==> src/hw/rtl/msfr_pkg.sv <==
`timescale 1ns / 1ps
// ----------------------------------------------------------------------------
// msfr_pkg
// Shared types, codes and the CRC-16 byte update for the Modbus slave frame
// receiver.
// ----------------------------------------------------------------------------
package msfr_pkg;

    localparam int WRITE_FRAME_LEN_DEF = 23;
    localparam int SHORT_FRAME_LEN     = 8;
    localparam int SHORT_CAP_LEN       = 6;
    localparam int PAYLOAD_FIRST       = 7;
    localparam int PAYLOAD_LAST        = 15;
    localparam int PAYLOAD_DEPTH       = PAYLOAD_LAST - PAYLOAD_FIRST + 1;
    localparam int FUNC_POS            = 1;
    localparam int COUNT_POS           = 6;

    localparam logic [7:0]  SLAVE_ADDRESS_RST = 8'h02;
    localparam logic [7:0]  SILENCE_LIMIT_RST = 8'd10;
    localparam logic [15:0] CRC_INIT          = 16'hFFFF;
    localparam logic [15:0] CRC_POLY          = 16'hA001;

    localparam logic [7:0] FN_READ  = 8'h03;
    localparam logic [7:0] FN_WRITE = 8'h10;
    localparam logic [7:0] FN_TEST  = 8'hAA;

    localparam logic       CFG_SLAVE_ADDRESS = 1'b0;
    localparam logic       CFG_SILENCE_LIMIT = 1'b1;

    localparam logic       OP_BYTE = 1'b0;
    localparam logic       OP_TICK = 1'b1;

    typedef enum logic [2:0] {
        ST_READ_OK    = 3'd0,
        ST_WRITE_OK   = 3'd1,
        ST_TEST_OK    = 3'd2,
        ST_CRC_ERROR  = 3'd3,
        ST_UNKNOWN_FN = 3'd4,
        ST_TIMEOUT    = 3'd5
    } t_status;

    typedef struct packed {
        t_status            status;
        logic [7:0]         function_code;
        logic signed [15:0] temp_calibration;
        logic signed [15:0] humidity_calibration;
        logic [15:0]        max_sterilize_time;
        logic [7:0]         sterilize_mode;
        logic [7:0]         lock_setting;
        logic [7:0]         door_state;
    } t_result;

    typedef struct packed {
        logic [7:0] slave_address;
        logic [7:0] silence_limit;
    } t_cfg;

    function automatic logic [15:0] crc_byte(input logic [15:0] crc, input logic [7:0] b);
        logic [15:0] c;
        c = crc ^ {8'h00, b};
        for (int k = 0; k < 8; k++) begin
            if (c[0]) begin
                c = (c >> 1) ^ CRC_POLY;
            end else begin
                c = c >> 1;
            end
        end
        return c;
    endfunction

endpackage

==> src/hw/rtl/msfr_frame_core.sv <==
`timescale 1ns / 1ps
// ----------------------------------------------------------------------------
// msfr_frame_core
// Input register, frame state and one-pass decode of each byte or tick into
// at most one result per item.
// ----------------------------------------------------------------------------
module msfr_frame_core
    import msfr_pkg::*;
#(
    parameter int WRITE_FRAME_LEN = WRITE_FRAME_LEN_DEF
) (
    input  logic    i_clk,
    input  logic    i_rst_n,
    input  t_cfg    i_cfg,
    input  logic    i_valid,
    output logic    o_stall,
    input  logic    i_opcode,
    input  logic [7:0] i_data_byte,
    input  logic    i_room,
    output logic    o_res_valid,
    output t_result o_res
);

    localparam int         PW      = $clog2(WRITE_FRAME_LEN + 1);
    localparam logic [8:0] TOTAL_W = 9'(WRITE_FRAME_LEN);
    localparam logic [8:0] TOTAL_S = 9'(SHORT_FRAME_LEN);

    logic          r_in_valid;
    logic          r_in_op;
    logic [7:0]    r_in_byte;
    logic          r_busy,  n_busy;
    logic [PW-1:0] r_pos,   n_pos;
    logic [7:0]    r_func,  n_func;
    logic [7:0]    r_count, n_count;
    logic [15:0]   r_crc,   n_crc;
    logic [15:0]   r_cap,   n_cap;
    logic          r_match, n_match;
    logic [7:0]    r_sil,   n_sil;
    logic [7:0]    r_pay [PAYLOAD_DEPTH];

    logic          process;
    logic          pay_we;
    logic [3:0]    pay_idx;
    logic [8:0]    pos_x;
    logic [8:0]    next_x;
    logic [8:0]    cap_len;
    logic [8:0]    total;
    logic          fits;
    logic          is_write;
    logic [7:0]    sil_inc;
    logic [15:0]   crc_upd;

    assign process = r_in_valid && i_room;
    assign o_stall = r_in_valid && !i_room;

    always_ff @(posedge i_clk) begin
        if (!i_rst_n) begin
            r_in_valid <= 1'b0;
        end else if (!o_stall) begin
            r_in_valid <= i_valid;
        end
    end

    always_ff @(posedge i_clk) begin
        if (i_valid && !o_stall) begin
            r_in_op   <= i_opcode;
            r_in_byte <= i_data_byte;
        end
    end

    always_comb begin
        n_busy      = r_busy;
        n_pos       = r_pos;
        n_func      = r_func;
        n_count     = r_count;
        n_crc       = r_crc;
        n_cap       = r_cap;
        n_match     = r_match;
        n_sil       = r_sil;
        pay_we      = 1'b0;
        pos_x       = {{(9 - PW){1'b0}}, r_pos};
        next_x      = pos_x + 9'd1;
        pay_idx     = 4'(pos_x - 9'(PAYLOAD_FIRST));
        sil_inc     = (r_sil == 8'hFF) ? r_sil : r_sil + 8'd1;
        crc_upd     = crc_byte(r_crc, r_in_byte);
        is_write    = 1'b0;
        cap_len     = 9'(SHORT_CAP_LEN);
        total       = TOTAL_S;
        fits        = 1'b0;
        o_res_valid = 1'b0;
        o_res       = '0;
        o_res.function_code = r_func;

        if (process) begin
            if (r_in_op == OP_TICK) begin
                if (r_busy) begin
                    n_sil = sil_inc;
                    if (sil_inc >= i_cfg.silence_limit) begin
                        n_sil       = 8'd0;
                        n_busy      = 1'b0;
                        n_pos       = '0;
                        o_res_valid = 1'b1;
                        o_res.status = ST_TIMEOUT;
                    end
                end
            end else begin
                n_sil = 8'd0;
                if (!r_busy) begin
                    if (r_in_byte == i_cfg.slave_address) begin
                        n_busy  = 1'b1;
                        n_pos   = PW'(1);
                        n_func  = 8'd0;
                        n_count = 8'd0;
                        n_crc   = crc_byte(CRC_INIT, r_in_byte);
                        n_cap   = 16'd0;
                        n_match = 1'b0;
                    end
                end else begin
                    if (pos_x == 9'(FUNC_POS)) begin
                        n_func = r_in_byte;
                    end
                    if (pos_x == 9'(COUNT_POS)) begin
                        n_count = r_in_byte;
                    end
                    pay_we = (pos_x >= 9'(PAYLOAD_FIRST)) && (pos_x <= 9'(PAYLOAD_LAST));
                    o_res.function_code = n_func;

                    if (n_func != FN_READ && n_func != FN_WRITE && n_func != FN_TEST) begin
                        n_busy       = 1'b0;
                        n_pos        = '0;
                        o_res_valid  = 1'b1;
                        o_res.status = ST_UNKNOWN_FN;
                    end else begin
                        is_write = (n_func == FN_WRITE);
                        if (is_write) begin
                            cap_len = {1'b0, n_count} + 9'(PAYLOAD_FIRST);
                            total   = TOTAL_W;
                        end
                        fits = (cap_len + 9'd2) <= total;
                        if (fits && pos_x == cap_len) begin
                            n_match = (r_in_byte == r_cap[7:0]);
                        end else if (fits && pos_x == cap_len + 9'd1) begin
                            n_match = r_match && (r_in_byte == r_cap[15:8]);
                        end
                        n_crc = crc_upd;
                        if (next_x == cap_len) begin
                            n_cap = crc_upd;
                        end
                        n_pos = PW'(next_x);
                        if (next_x >= total) begin
                            n_busy      = 1'b0;
                            n_pos       = '0;
                            o_res_valid = 1'b1;
                            if (!(n_match && fits)) begin
                                o_res.status = ST_CRC_ERROR;
                            end else if (n_func == FN_READ) begin
                                o_res.status = ST_READ_OK;
                            end else if (is_write) begin
                                o_res.status               = ST_WRITE_OK;
                                o_res.temp_calibration     = {r_pay[0], r_pay[1]};
                                o_res.humidity_calibration = {r_pay[2], r_pay[3]};
                                o_res.max_sterilize_time   = {r_pay[4], r_pay[5]};
                                o_res.sterilize_mode       = r_pay[6];
                                o_res.lock_setting         = r_pay[7];
                                o_res.door_state           = r_pay[8];
                            end else begin
                                o_res.status = ST_TEST_OK;
                            end
                        end
                    end
                end
            end
        end
    end

    always_ff @(posedge i_clk) begin
        if (!i_rst_n) begin
            r_busy  <= 1'b0;
            r_pos   <= '0;
            r_func  <= 8'd0;
            r_count <= 8'd0;
            r_crc   <= CRC_INIT;
            r_cap   <= 16'd0;
            r_match <= 1'b0;
            r_sil   <= 8'd0;
        end else begin
            r_busy  <= n_busy;
            r_pos   <= n_pos;
            r_func  <= n_func;
            r_count <= n_count;
            r_crc   <= n_crc;
            r_cap   <= n_cap;
            r_match <= n_match;
            r_sil   <= n_sil;
        end
    end

    always_ff @(posedge i_clk) begin
        if (pay_we) begin
            r_pay[pay_idx] <= r_in_byte;
        end
    end

    a_idle_pos_zero: assert property (@(posedge i_clk) disable iff (!i_rst_n)
        !r_busy |-> r_pos == '0)
        else $error("idle frame with nonzero byte position");

    a_pos_in_frame: assert property (@(posedge i_clk) disable iff (!i_rst_n)
        {{(9 - PW){1'b0}}, r_pos} < TOTAL_W)
        else $error("byte position past write frame length");

    a_result_ends_frame: assert property (@(posedge i_clk) disable iff (!i_rst_n)
        o_res_valid |=> !r_busy)
        else $error("frame still busy after its result");

    a_write_ok_func: assert property (@(posedge i_clk) disable iff (!i_rst_n)
        (o_res_valid && o_res.status == ST_WRITE_OK) |-> o_res.function_code == FN_WRITE)
        else $error("write ok reported for non-write function");

endmodule

==> src/hw/rtl/msfr_result_queue.sv <==
`timescale 1ns / 1ps
// ----------------------------------------------------------------------------
// msfr_result_queue
// Two-entry result queue that decouples the frame core from output stalls.
// ----------------------------------------------------------------------------
module msfr_result_queue
    import msfr_pkg::*;
(
    input  logic    i_clk,
    input  logic    i_rst_n,
    input  logic    i_push,
    input  t_result i_res,
    output logic    o_room,
    output logic    o_valid,
    input  logic    i_stall,
    output t_result o_res
);

    logic    r_wr_ptr;
    logic    r_rd_ptr;
    logic [1:0] r_count, n_count;
    t_result r_q [2];
    logic    pop;

    assign o_valid = (r_count != 2'd0);
    assign o_room  = (r_count != 2'd2);
    assign pop     = o_valid && !i_stall;
    assign o_res   = r_q[r_rd_ptr];

    always_comb begin
        n_count = r_count;
        if (i_push && !pop) begin
            n_count = r_count + 2'd1;
        end else if (pop && !i_push) begin
            n_count = r_count - 2'd1;
        end
    end

    always_ff @(posedge i_clk) begin
        if (!i_rst_n) begin
            r_wr_ptr <= 1'b0;
            r_rd_ptr <= 1'b0;
            r_count  <= 2'd0;
        end else begin
            r_count <= n_count;
            if (i_push) begin
                r_wr_ptr <= ~r_wr_ptr;
            end
            if (pop) begin
                r_rd_ptr <= ~r_rd_ptr;
            end
        end
    end

    always_ff @(posedge i_clk) begin
        if (i_push) begin
            r_q[r_wr_ptr] <= i_res;
        end
    end

    a_no_overflow: assert property (@(posedge i_clk) disable iff (!i_rst_n)
        (r_count == 2'd2) |-> !i_push)
        else $error("push into full result queue");

    a_count_ptrs: assert property (@(posedge i_clk) disable iff (!i_rst_n)
        (r_count == 2'd0 || r_count == 2'd2) |-> r_wr_ptr == r_rd_ptr)
        else $error("queue pointers disagree with count");

    a_count_range: assert property (@(posedge i_clk) disable iff (!i_rst_n)
        r_count != 2'd3)
        else $error("queue count out of range");

endmodule

==> src/hw/rtl/modbus_slave_frame_receiver.sv <==
`timescale 1ns / 1ps
// ----------------------------------------------------------------------------
// modbus_slave_frame_receiver
// Modbus RTU slave frame receiver with running CRC-16 check.
//
// Input channel (i_valid / o_stall): one item per transfer, either a received
// byte (i_opcode 0) or a 1 ms tick (i_opcode 1). Output channel (o_valid /
// i_stall): one result per finished, aborted or timed-out frame, carrying the
// status, function code and, for a good write, the six decoded settings.
// Configuration: i_cfg_we writes i_cfg_data to register i_cfg_index
// (0 slave address, 1 silence limit) at the clock edge; write only when idle.
// Throughput: one item per cycle while o_stall is low; the byte CRC update is
// a single pass. An item is held in the input register and decoded from
// there; its result is registered in a two-entry result queue and presented
// from it. When the receiver stalls, the queue absorbs up to two results;
// after that o_stall rises and the input register holds its item.
// Reset: synchronous, active low; frame idle, CRC at 0xFFFF, slave address 2,
// silence limit 10, result queue empty.
// ----------------------------------------------------------------------------
module modbus_slave_frame_receiver
    import msfr_pkg::*;
#(
    parameter int WRITE_FRAME_LEN = WRITE_FRAME_LEN_DEF
) (
    input  logic               i_clk,
    input  logic               i_rst_n,
    input  logic               i_cfg_we,
    input  logic [0:0]         i_cfg_index,
    input  logic [7:0]         i_cfg_data,
    input  logic               i_valid,
    output logic               o_stall,
    input  logic               i_opcode,
    input  logic [7:0]         i_data_byte,
    output logic               o_valid,
    input  logic               i_stall,
    output logic [2:0]         o_status,
    output logic [7:0]         o_function_code,
    output logic signed [15:0] o_temp_calibration,
    output logic signed [15:0] o_humidity_calibration,
    output logic [15:0]        o_max_sterilize_time,
    output logic [7:0]         o_sterilize_mode,
    output logic [7:0]         o_lock_setting,
    output logic [7:0]         o_door_state
);

    t_cfg    r_cfg;
    logic    room;
    logic    res_valid;
    t_result res;
    t_result out_res;

    always_ff @(posedge i_clk) begin
        if (!i_rst_n) begin
            r_cfg.slave_address <= SLAVE_ADDRESS_RST;
            r_cfg.silence_limit <= SILENCE_LIMIT_RST;
        end else if (i_cfg_we) begin
            unique case (i_cfg_index[0])
                CFG_SLAVE_ADDRESS: r_cfg.slave_address <= i_cfg_data;
                CFG_SILENCE_LIMIT: r_cfg.silence_limit <= i_cfg_data;
                default:           r_cfg               <= r_cfg;
            endcase
        end
    end

    msfr_frame_core #(
        .WRITE_FRAME_LEN(WRITE_FRAME_LEN)
    ) u_core (
        .i_clk       (i_clk),
        .i_rst_n     (i_rst_n),
        .i_cfg       (r_cfg),
        .i_valid     (i_valid),
        .o_stall     (o_stall),
        .i_opcode    (i_opcode),
        .i_data_byte (i_data_byte),
        .i_room      (room),
        .o_res_valid (res_valid),
        .o_res       (res)
    );

    msfr_result_queue u_queue (
        .i_clk   (i_clk),
        .i_rst_n (i_rst_n),
        .i_push  (res_valid),
        .i_res   (res),
        .o_room  (room),
        .o_valid (o_valid),
        .i_stall (i_stall),
        .o_res   (out_res)
    );

    assign o_status               = out_res.status;
    assign o_function_code        = out_res.function_code;
    assign o_temp_calibration     = out_res.temp_calibration;
    assign o_humidity_calibration = out_res.humidity_calibration;
    assign o_max_sterilize_time   = out_res.max_sterilize_time;
    assign o_sterilize_mode       = out_res.sterilize_mode;
    assign o_lock_setting         = out_res.lock_setting;
    assign o_door_state           = out_res.door_state;

endmodule

==> config.mk <==
export PLATFORM = sky130hd
export DESIGN_NAME = modbus_slave_frame_receiver
export DESIGN_NICKNAME = d
export VERILOG_FILES = /design/src/hw/rtl/msfr_pkg.sv /design/src/hw/rtl/msfr_frame_core.sv /design/src/hw/rtl/msfr_result_queue.sv /design/src/hw/rtl/modbus_slave_frame_receiver.sv
export SDC_FILE = /design/constraint.sdc
export NUM_CORES = 1
export LEC_CHECK = 0
export BUFFER_PORTS_ARGS = -buffer_cell sky130_fd_sc_hd__buf_2
export CORE_MARGIN = 10
export CORE_UTILIZATION = 65
export CTS_CLUSTER_DIAMETER = 50
export DETAILED_ROUTE_END_ITERATION = 10
export PLACE_DENSITY_LB_ADDON = 0.05
export RECOVER_POWER = 50
export SLEW_MARGIN = 15
export SYNTH_ARGS = -nofsm -noshare
export SYNTH_HDL_FRONTEND = slang
export SYNTH_SLANG_ARGS = --single-unit
==> constraint.sdc <==
create_clock -name i_clk -period 20.6 [get_ports i_clk]
set_input_delay 4.12 -clock i_clk [delete_from_list [all_inputs] [get_ports i_clk]]
set_output_delay 4.12 -clock i_clk [all_outputs]
set_load 0.05 [all_outputs]
==> metrics.txt, run 1 <==
post-route cell area=17,100 um2; postcts setup bufs=0; DRT Pass-1 Iters=6; layout net count=around 1.3k; leakage=5.49 nW; syn_nets=around 1.2k; Final Worst Setup Slack=11.40 ns; Via density=5.90; Post-CTS Hold Buffers=0; Yosys top cell area share=about half; DP Cell Count=1,573; post-DP HPWL=20.3 mm; share of cells above drive strength 1=between 20% and 30%; dominant synthesized flop cell=edfxtp_1; Resized Gates After CTS=0; Core Region=22,800 um2; vias in the first global route=9,385; fmax=109 MHz; synthesized area per cell=12.7 um2; largest net degree at the start of global routing=between 80 and 90; dpl ws=14.51 ns; antenna viol nets, final=0; Total Wirelength=32.6 mm; post-layout minimum cycle time=9.20 ns; startpoint class of the critical path=flip-flop; Cell variety after synth=73; TritonCTS clock tree=yes; first-pass GRT wire length=51.3 mm; CP max stage delay=about 3.1 ns; Crit Path Category=reg2reg; Hold Path Class=reg2reg; DRC viols=0; Synth area leader=edfxtp_1; DR vias=roughly 9.7k; Die W=approximately 170 um; Detailed Route Iter0 Violations=788; Final Setup Violations=0; simple-gate share of the synthesized area=about an eighth; maximum vdd drop=approximately 0.000057 V; CTS sink cnt=332; post-synthesis mux area share=8.06%; Antenna diodes=0; CTS buffer count=36; sum of negative setup slack=0 ns; Syn Inst Count=1,197; endpoints failing hold=0; Data arrival, critical path=9.22 ns; Area contributors post-synth=edfxtp_1 49%, dfxtp_1 11%, mux2_2 7.3%, and2_1 3.5%, xnor2_1 3.3%; register bit total from synthesis=332; CP max stage cell=clkbuf_1; main combinational cell family by area after synthesis=simple AND/OR/NAND/NOR gates; Post-Synth Adder-Cell Area=2.13%; input/output buffers=107; Pwr Density=82.9 nW/um2; CP cell instances=clkbuf_1 > nor4b_1 > nand4_1 > nand2_1 > clkbuf_1 > inv_1 > ha_1 > a21o_1 > a21o_1 > a21o_1 > a2111o_1 > o21bai_1 > nor3_1 > clkbuf_1 > clkbuf_1; status=finished with violations; initial antenna violation count=0; total gr overflow=0; Ports=108; synth cell count leaders=247 x edfxtp_1, 99 x mux2_2, 90 x nand2_1, 86 x and2_1, 85 x dfxtp_1; # rows=55; DP Area=16,000 um2; Max Cap Violations=11; Post-Synth XOR/XNOR Area=~5.3%; Layout Skew=0.0218 ns; Initial Util=66.7%; post-synthesis compound-gate area fraction=8.65%; Clock Latency Late Sink=0.53 ns; GRT Overall Usage=between 20% and 30%; Syn. warnings=0; synthesized area=roughly 15,000 um2; violated checks=capacitance limit, slew limit; Die Ht=~170 um; fill count=1,545; final non-filler cell total=1,639; critical path required time=20.61 ns; RSZ-0062 raised after global routing=false; CP endpoint kind=flip-flop; Seq/Total Area, Yosys=approximately three fifths; top-count cell post-synth=edfxtp_1; EDFF count, synth=247; post-DR wirelength/cell=roughly 20 um; GPL Wtd Cong=0.884; total power=between 1 and 1.5 mW; area delta synth->final=12.0%; Max Root-Sink Buffers=3; asr flop ratio synth=0%; crit path max fanout=72; most frequent CP cell=clkbuf_1; H-Tree Depth=2; Slew Limit Fails=359; clock-pin slew on the worst setup and hold paths=0.06 ns; clock root cell=clkbuf_16; Tightest Pin Transition=4.34 ns; DIE AREA=30,000 um2; final worst path period share=around 45%; worst rel slew slack=-189%
==> where the power goes <==
| group | internal, mW | switching, mW |
|---|---|---|
| registers | 0.716 | 0.00257 |
| logic | 0.0266 | 0.0512 |
| clock network | 0.358 | 0.261 |
| total | 1.10 | 0.315 |
==> layout make-up <==
type                       count  area (um2)  share of cell area, %
clock inverter                22         211                   1.24
clock buffer                  44         945                   5.53
sequential                   332        9120                   53.4
tap                          313         392                   2.29
timing repair buffer         125         621                   3.64
inverter                      29         109                  0.638
multi-input combinational    774        5670                   33.2
==> sequential cells by signal (all words and copies together), names as in the netlist, 2 cells and up, named ones only <==
| name | count |
|---|---|
| u_core.r_func | 8 |
| u_core.r_sil | 8 |
| u_queue.r_q | 166 |
| u_core.r_pay | 72 |
| u_core.r_crc | 16 |
| u_core.r_cap | 16 |
| u_queue.r_count | 2 |
| u_core.r_count | 8 |
| u_core.r_pos | 5 |
| r_cfg | 16 |
| u_core.r_in_byte | 8 |
==> worst max-delay path: cells and delay by family (launching register included) <==
| family | cells | cell delay (ns) |
|---|---|---|
| AOI/OAI and AO/OA | 5 | 0.73 |
| adders and majority gates | 1 | 0.46 |
| buffers and inverters | 5 | 6.17 |
| DFF | 1 | 0.34 |
| and+or+nand+nor | 4 | 0.82 |
==> layout by cell type, fill, tap and decap left out, drive strengths merged, types with 12 or more instances in the layout <==
master | netlist | layout
ha | 26 | 26
nand2 | 90 | 90
nor4 | 14 | 14
o21ai | 16 | 16
a22o | 13 | 13
a21boi | 25 | 25
nand3 | 35 | 35
xnor2 | 59 | 59
a21oi | 26 | 26
nor2b | 24 | 24
o211ai | 21 | 21
inv | 29 | 34
and2 | 86 | 86
edfxtp | 247 | 247
clkbuf | 39 | 58
buf | 23 | 111
xor2 | 33 | 33
clkinv | 0 | 13
nor2 | 41 | 41
mux2 | 99 | 99
a22oi | 20 | 20
dfxtp | 85 | 85
nor3 | 15 | 15
nand4 | 12 | 12
==> final timing paths <==
| path | start | endpoint | slack [ns] | depth (start not counted) |
|---|---|---|---|---|
| worst max-delay path | u_core.r_in_byte[4] | u_queue.r_q[0][76] | 11.40 | 15 |
| worst min-delay path | r_cfg[4] | r_cfg[4] | 0.47 | 2 |
| worst max register to register | u_core.r_in_byte[4] | u_queue.r_q[0][76] | 11.40 | 15 |
| worst min register to register | r_cfg[4] | r_cfg[4] | 0.47 | 2 |
==> cell families after synthesis <==
| group | after synthesis |
|---|---|
| buffers and inverters | 91 |
| adders and majority gates | 26 |
| AOI/OAI and AO/OA | 183 |
| muxes | 108 |
| xor gates and xnor gates | 92 |
| DFF | 332 |
| and+or+nand+nor | 365 |
==> through the flow <==
step	utilization, %	hold slack [ns]
3_5_place_dp	70.0	0.459
4_1_cts	75.1	0.467
3_3_place_gp	70.0	0.454
6_report	74.7	0.468
5_1_grt	74.7	0.485
2_1_floorplan	-	0.443
==> layer usage <==
| layer | vias up | GRT usage [%] | wire length [um] |
|---|---|---|---|
| met4 | 0 | 6.11 | 594 |
| met1 | 4649 | 27.5 | 14000 |
| met5 | - | 0 | 0 |
| li1 | 4613 | - | - |
| met3 | 54 | 3.66 | 2300 |
| met2 | 352 | 35.2 | 15700 |
(Power assumes the default switching activity.)
==> run 2, diff against run 1 <==
- CORE_UTILIZATION: 65 -> 61
- clock period: 20.6 -> 8.6 ns (I/O delays scaled with it)
==> run 2 against run 1 <==
The run still ends with capacitance limit, slew limit left. Sequential share of layout area about the same. Utilization down 5.0 points. Clock power up 150%. Non-clock buffer count down 3. Routed wire length up 1.6%. Via count down 0.41%. Highest routed layer unchanged.
==> metrics.txt, run 2 (synthesized netlist as in run 1, its figures left out) <==
post-route cell area=17,100 um2; total power=3.44 mW; share of cells above drive strength 1=14.5%; sum of negative setup slack=0 ns; Hold Path Class=reg2reg; Max Root-Sink Buffers=3; Data arrival, critical path=between 6 and 7 ns; total gr overflow=0; worst rel slew slack=-114%; Detailed Route Iter0 Violations=644; # rows=57; DIE AREA=31,700 um2; DP Cell Count=1,581; Final Worst Setup Slack=2.40 ns; initial antenna violation count=0; post-DP HPWL=20.9 mm; largest registers=u_queue.r_q: 166 flops, u_core.r_pay: 72 flops; fmax=around 160 MHz; CTS sink cnt=332; first-pass GRT wire length=51.5 mm; startpoint class of the critical path=flip-flop; final worst path period share=72.1%; Post-CTS Hold Buffers=0; Crit Path Category=reg2reg; Total Wirelength=33.2 mm; GPL Wtd Cong=about 0.9; CP endpoint kind=flip-flop; Via density=5.85; Pwr Density=slightly above 200 nW/um2; crit path max fanout=70; max reg flops=166; area delta synth->final=11.9%; DR vias=9,628; TritonCTS clock tree=yes; H-Tree Depth=2; DP Area=16,000 um2; antenna viol nets, final=0; input/output buffers=107; Top reg by flops=u_queue.r_q; vias in the first global route=9,294; Slew Limit Fails=around 270; postcts setup bufs=0; Clock Latency Late Sink=between 0.5 and 0.6 ns; Die Ht=between 150 and 200 um; Core Region=about 24,000 um2; most common cell after layout, fill and taps aside=edfxtp_1; layout net count=1,344; post-layout util=69.7%; Final Setup Violations=0; clock root cell=clkbuf_16; status=finished with violations; leakage=5.39 nW; final non-filler cell total=1,647; DRT Pass-1 Iters=5; DRC viols=0; WHS=0.468 ns; commonest non-fill, non-tap cells in the layout=247 x edfxtp_1, 93 x clkbuf_1, 90 x nand2_1, 85 x dfxtp_1, 80 x mux2_2; Die W=between 150 and 200 um; dpl ws=2.95 ns; Tightest Pin Transition=3.21 ns; CTS buffer count=36; Layout Skew=0.0156 ns; Antenna diodes=0; critical path required time=8.73 ns; clock-pin slew on the worst setup and hold paths=0.06 ns; Initial Util=between 60% and 70%; Max Cap Violations=9; endpoints failing hold=0; RSZ-0062 raised after global routing=false; post-DR wirelength/cell=around 20 um; Ports=108; Resized Gates After CTS=0; largest net degree at the start of global routing=82; maximum vdd drop=0.000147 V; violated checks=capacitance limit, slew limit; GRT Overall Usage=20.6%; post-layout minimum cycle time=6.20 ns
[run 2: cell types whose count changed in the layout (fill, tap and decap cells not counted), sizes merged]
cell	before	now
clkinv	13	7
clkinvlp	2	1
buf	111	40
inv	34	33
clkbuf	58	133
bufinv	2	3
[run 2: layer usage]
layer	vias up	global-route usage (%)	wire (um)
li1	4620	-	-
met1	4721	27.2	14600
met2	240	34.4	16200
met3	47	3.04	1720
met4	0	6.53	705
met5	-	0	0
[run 2: area by class of cell]
type                            count  area (um2)
Clock buffer                       51        1020
Clock inverter                     15         175
Fill cell                        1790        7400
Inverter                           29         109
Multi-Input combinational cell    774        5710
Sequential cell                   332        9120
Tap cell                          324         405
Timing Repair Buffer              122         523
[run 2: worst paths after layout]
check / slack [ns] / start / endpoint / cells past startpoint
worst max-delay path: 2.40 / u_core.r_in_byte[0] / u_queue.r_q[0][78] / 13
worst min-delay path: 0.47 / r_cfg[2] / r_cfg[2] / 2
worst max register to register: 2.40 / u_core.r_in_byte[0] / u_queue.r_q[0][78] / 13
worst min register to register: 0.47 / r_cfg[2] / r_cfg[2] / 2
[run 2: power by group]
group	total [mW]	switching (mW)	leakage [nW]	internal [mW]
clock	1.54	0.611	0.576	0.926
sequential	1.72	0.00699	2.65	1.71
combinational	0.184	0.123	2.17	0.0609
[run 2: worst max-delay path, stage by stage (launching register included)]
cell and delay [ns]:
edfxtp_1 0.33, clkbuf_1 1.41, nor4b_1 0.21, nand4_2 0.22
nand2_1 0.47, inv_1 0.58, ha_1 0.24, a21o_1 0.08
a21o_1 0.10, a21o_1 0.13, a2111o_1 0.23, o21bai_1 0.13
nor3_4 0.72, buf_4 0.86
==> run 3, diff against run 2 <==
- clock period: 8.6 -> 5.9 ns (I/O delays scaled with it)
==> run 3 against run 2 <==
The flow still finishes with violations (capacitance limit, slew limit). Clock-buffer cell count up 1. Sequential power up 47%. Flip-flop and latch count unchanged. Final area up 0.42%. Cell count up 0.67%. Non-clock buffer count up 12. Die area unchanged. Register-to-register slack worse by 1.7 ns. Routed wire length up 4.1%.
==> metrics.txt, run 3 (synthesized netlist as in run 1, its figures left out) <==
Slew Limit Fails=approximately 180; Crit Path Category=reg2reg; Core Region=24,500 um2; Worst R2R Setup Slack=0.65 ns; sum of negative setup slack=0 ns; Worst Reg-to-Reg Cells=11; startpoint class of the critical path=flip-flop; WHS=0.464 ns; antenna viol nets, final=0; Tightest Pin Transition=1.78 ns; Worst Setup EP=u_core.r_cap[1]; Die Ht=178 um; total power=4.90 mW; DRT Pass-1 Iters=5; H-Tree Depth=2; post-layout minimum cycle time=about 5.2 ns; clock root cell=clkbuf_16; RSZ-0062 raised after global routing=false; largest net degree at the start of global routing=85; Antenna diodes=0; Via density=5.87; Layout Skew=between 0.015 and 0.02 ns; crit path max fanout=25; Switch Pwr=1.07 mW; DRC viols=0; Detailed Route Iter0 Violations=873; sequential power share=51.7%; vias in the first global route=around 9.7k; total gr overflow=0; Total Wirelength=approximately 35 mm; postcts setup bufs=0; Die W=178 um; violated checks=capacitance limit, slew limit; Initial Util=62.3%; CTS buffer count=36; largest registers=u_queue.r_q: 166 flops, u_core.r_pay: 72 flops; leakage=5.42 nW; max reg flops=166; initial antenna violation count=0; post-DR wirelength/cell=~21 um; DR vias=9,738; DIE AREA=31,700 um2; first-pass GRT wire length=53.2 mm; area delta synth->final=12.4%; # rows=57; combinational fraction of design power=5.1%; Data arrival, critical path=5.69 ns; CTS sink cnt=332; reg2reg start=u_core.r_in_byte[4]; Net Sw Frac=21.9%; FF+latch area=9120 um2; status=finished with violations; worst rel slew slack=-19.6%; Max Cap Violations=7; most common cell after layout, fill and taps aside=edfxtp_1; area of the multi-input gates=approximately 5700 um2; Ports=108; Top reg by flops=u_queue.r_q; fill count=1,753; Final Setup Violations=0; Pint=3.83 mW; fmax=roughly 190 MHz; GRT Overall Usage=21.5%; GPL Wtd Cong=0.936; maximum vdd drop=approximately 0.00018 V; post-layout util=70.0%; Post-CTS Hold Buffers=0; r2r endpoint=u_core.r_cap[1]; Hold Path Class=reg2reg; Setup crit start=u_core.r_in_byte[4]; input/output buffers=107; Resized Gates After CTS=0; TritonCTS clock tree=yes; clock-pin slew on the worst setup and hold paths=0.06 ns; layout net count=roughly 1.4k; Clock Power Share=43.2%; critical path required time=6.35 ns; Pwr Density=286 nW/um2; endpoints failing hold=0; final worst path period share=88.9%; Clock Latency Late Sink=0.52 ns; share of cells above drive strength 1=15.5%; commonest non-fill, non-tap cells in the layout=247 x edfxtp_1, 95 x clkbuf_1, 90 x nand2_1, 84 x dfxtp_1, 82 x mux2_2; CP endpoint kind=flip-flop; Max Root-Sink Buffers=3; post-DP HPWL=22.2 mm
[run 3: changes by cell type in the layout (fill, tap and decap cells not counted), sizes merged]
| cell | delta |
|---|---|
| clkbuf | +2 |
| buf | +11 |
| bufinv | -2 |
[run 3: layout make-up]
| type | count | area share, % |
|---|---|---|
| Clock inverter | 13 | 0.723 |
| Timing Repair Buffer | 134 | 3.86 |
| Multi-Input combinational cell | 774 | 33.3 |
| Tap cell | 324 | 2.37 |
| Inverter | 29 | 0.635 |
| Sequential cell | 332 | 53.3 |
| Clock buffer | 52 | 5.84 |
[run 3: power groups by stage]
stage	Sequential [mW]	Combinational, mW	Clock, mW
floorplan	2.56	0.198	0
global placement	2.58	0.253	0
detailed placement	2.58	0.255	0
CTS	2.53	0.256	2.15
global route	2.53	0.268	2.25
finish	2.53	0.250	2.12
[run 3: worst max-delay path, stage by stage (launching register included)]
cell       delay, ns
edfxtp_1        0.36
clkbuf_1        1.22
and3b_1         0.30
o2111ai_1       0.19
a221oi_1        0.12
a21oi_1         0.66
nand2_1         0.16
nand2b_1        0.11
clkbuf_1        0.81
nor4_1          0.17
nor2_1          0.77
a22o_1          0.26
[run 3: worst min-delay path by stage]
stage	start	to	slack, ns	cells past startpoint
2_1_floorplan	r_cfg[2]	r_cfg[2]	0.44	2
3_3_place_gp	r_cfg[7]	r_cfg[7]	0.46	2
5_1_grt	r_cfg[7]	r_cfg[7]	0.49	2
4_1_cts	r_cfg[7]	r_cfg[7]	0.47	2
6_report	r_cfg[7]	r_cfg[7]	0.46	2
3_5_place_dp	r_cfg[7]	r_cfg[7]	0.46	2
[run 3: stage by stage]
step / worst slack (ns) / cell area [um2] / cells
after floorplan: 0.390 / 15200 / 1197
after global placement: 1.00 / 16100 / 1593
after detailed placement: 0.950 / 16100 / 1593
after CTS: 0.922 / 17300 / 1658
after global routing: 0.353 / 17100 / 1658
final: 0.654 / 17100 / 1658
[run 3: routing by layer]
metal | vias to the layer above | track usage (%) | routed length [um]
met4 | 0 | 6.74 | 803
met1 | 4768 | 27.1 | 14400
met2 | 280 | 36.9 | 17000
li1 | 4641 | - | -
met5 | - | 0 | 0
met3 | 49 | 3.66 | 2260
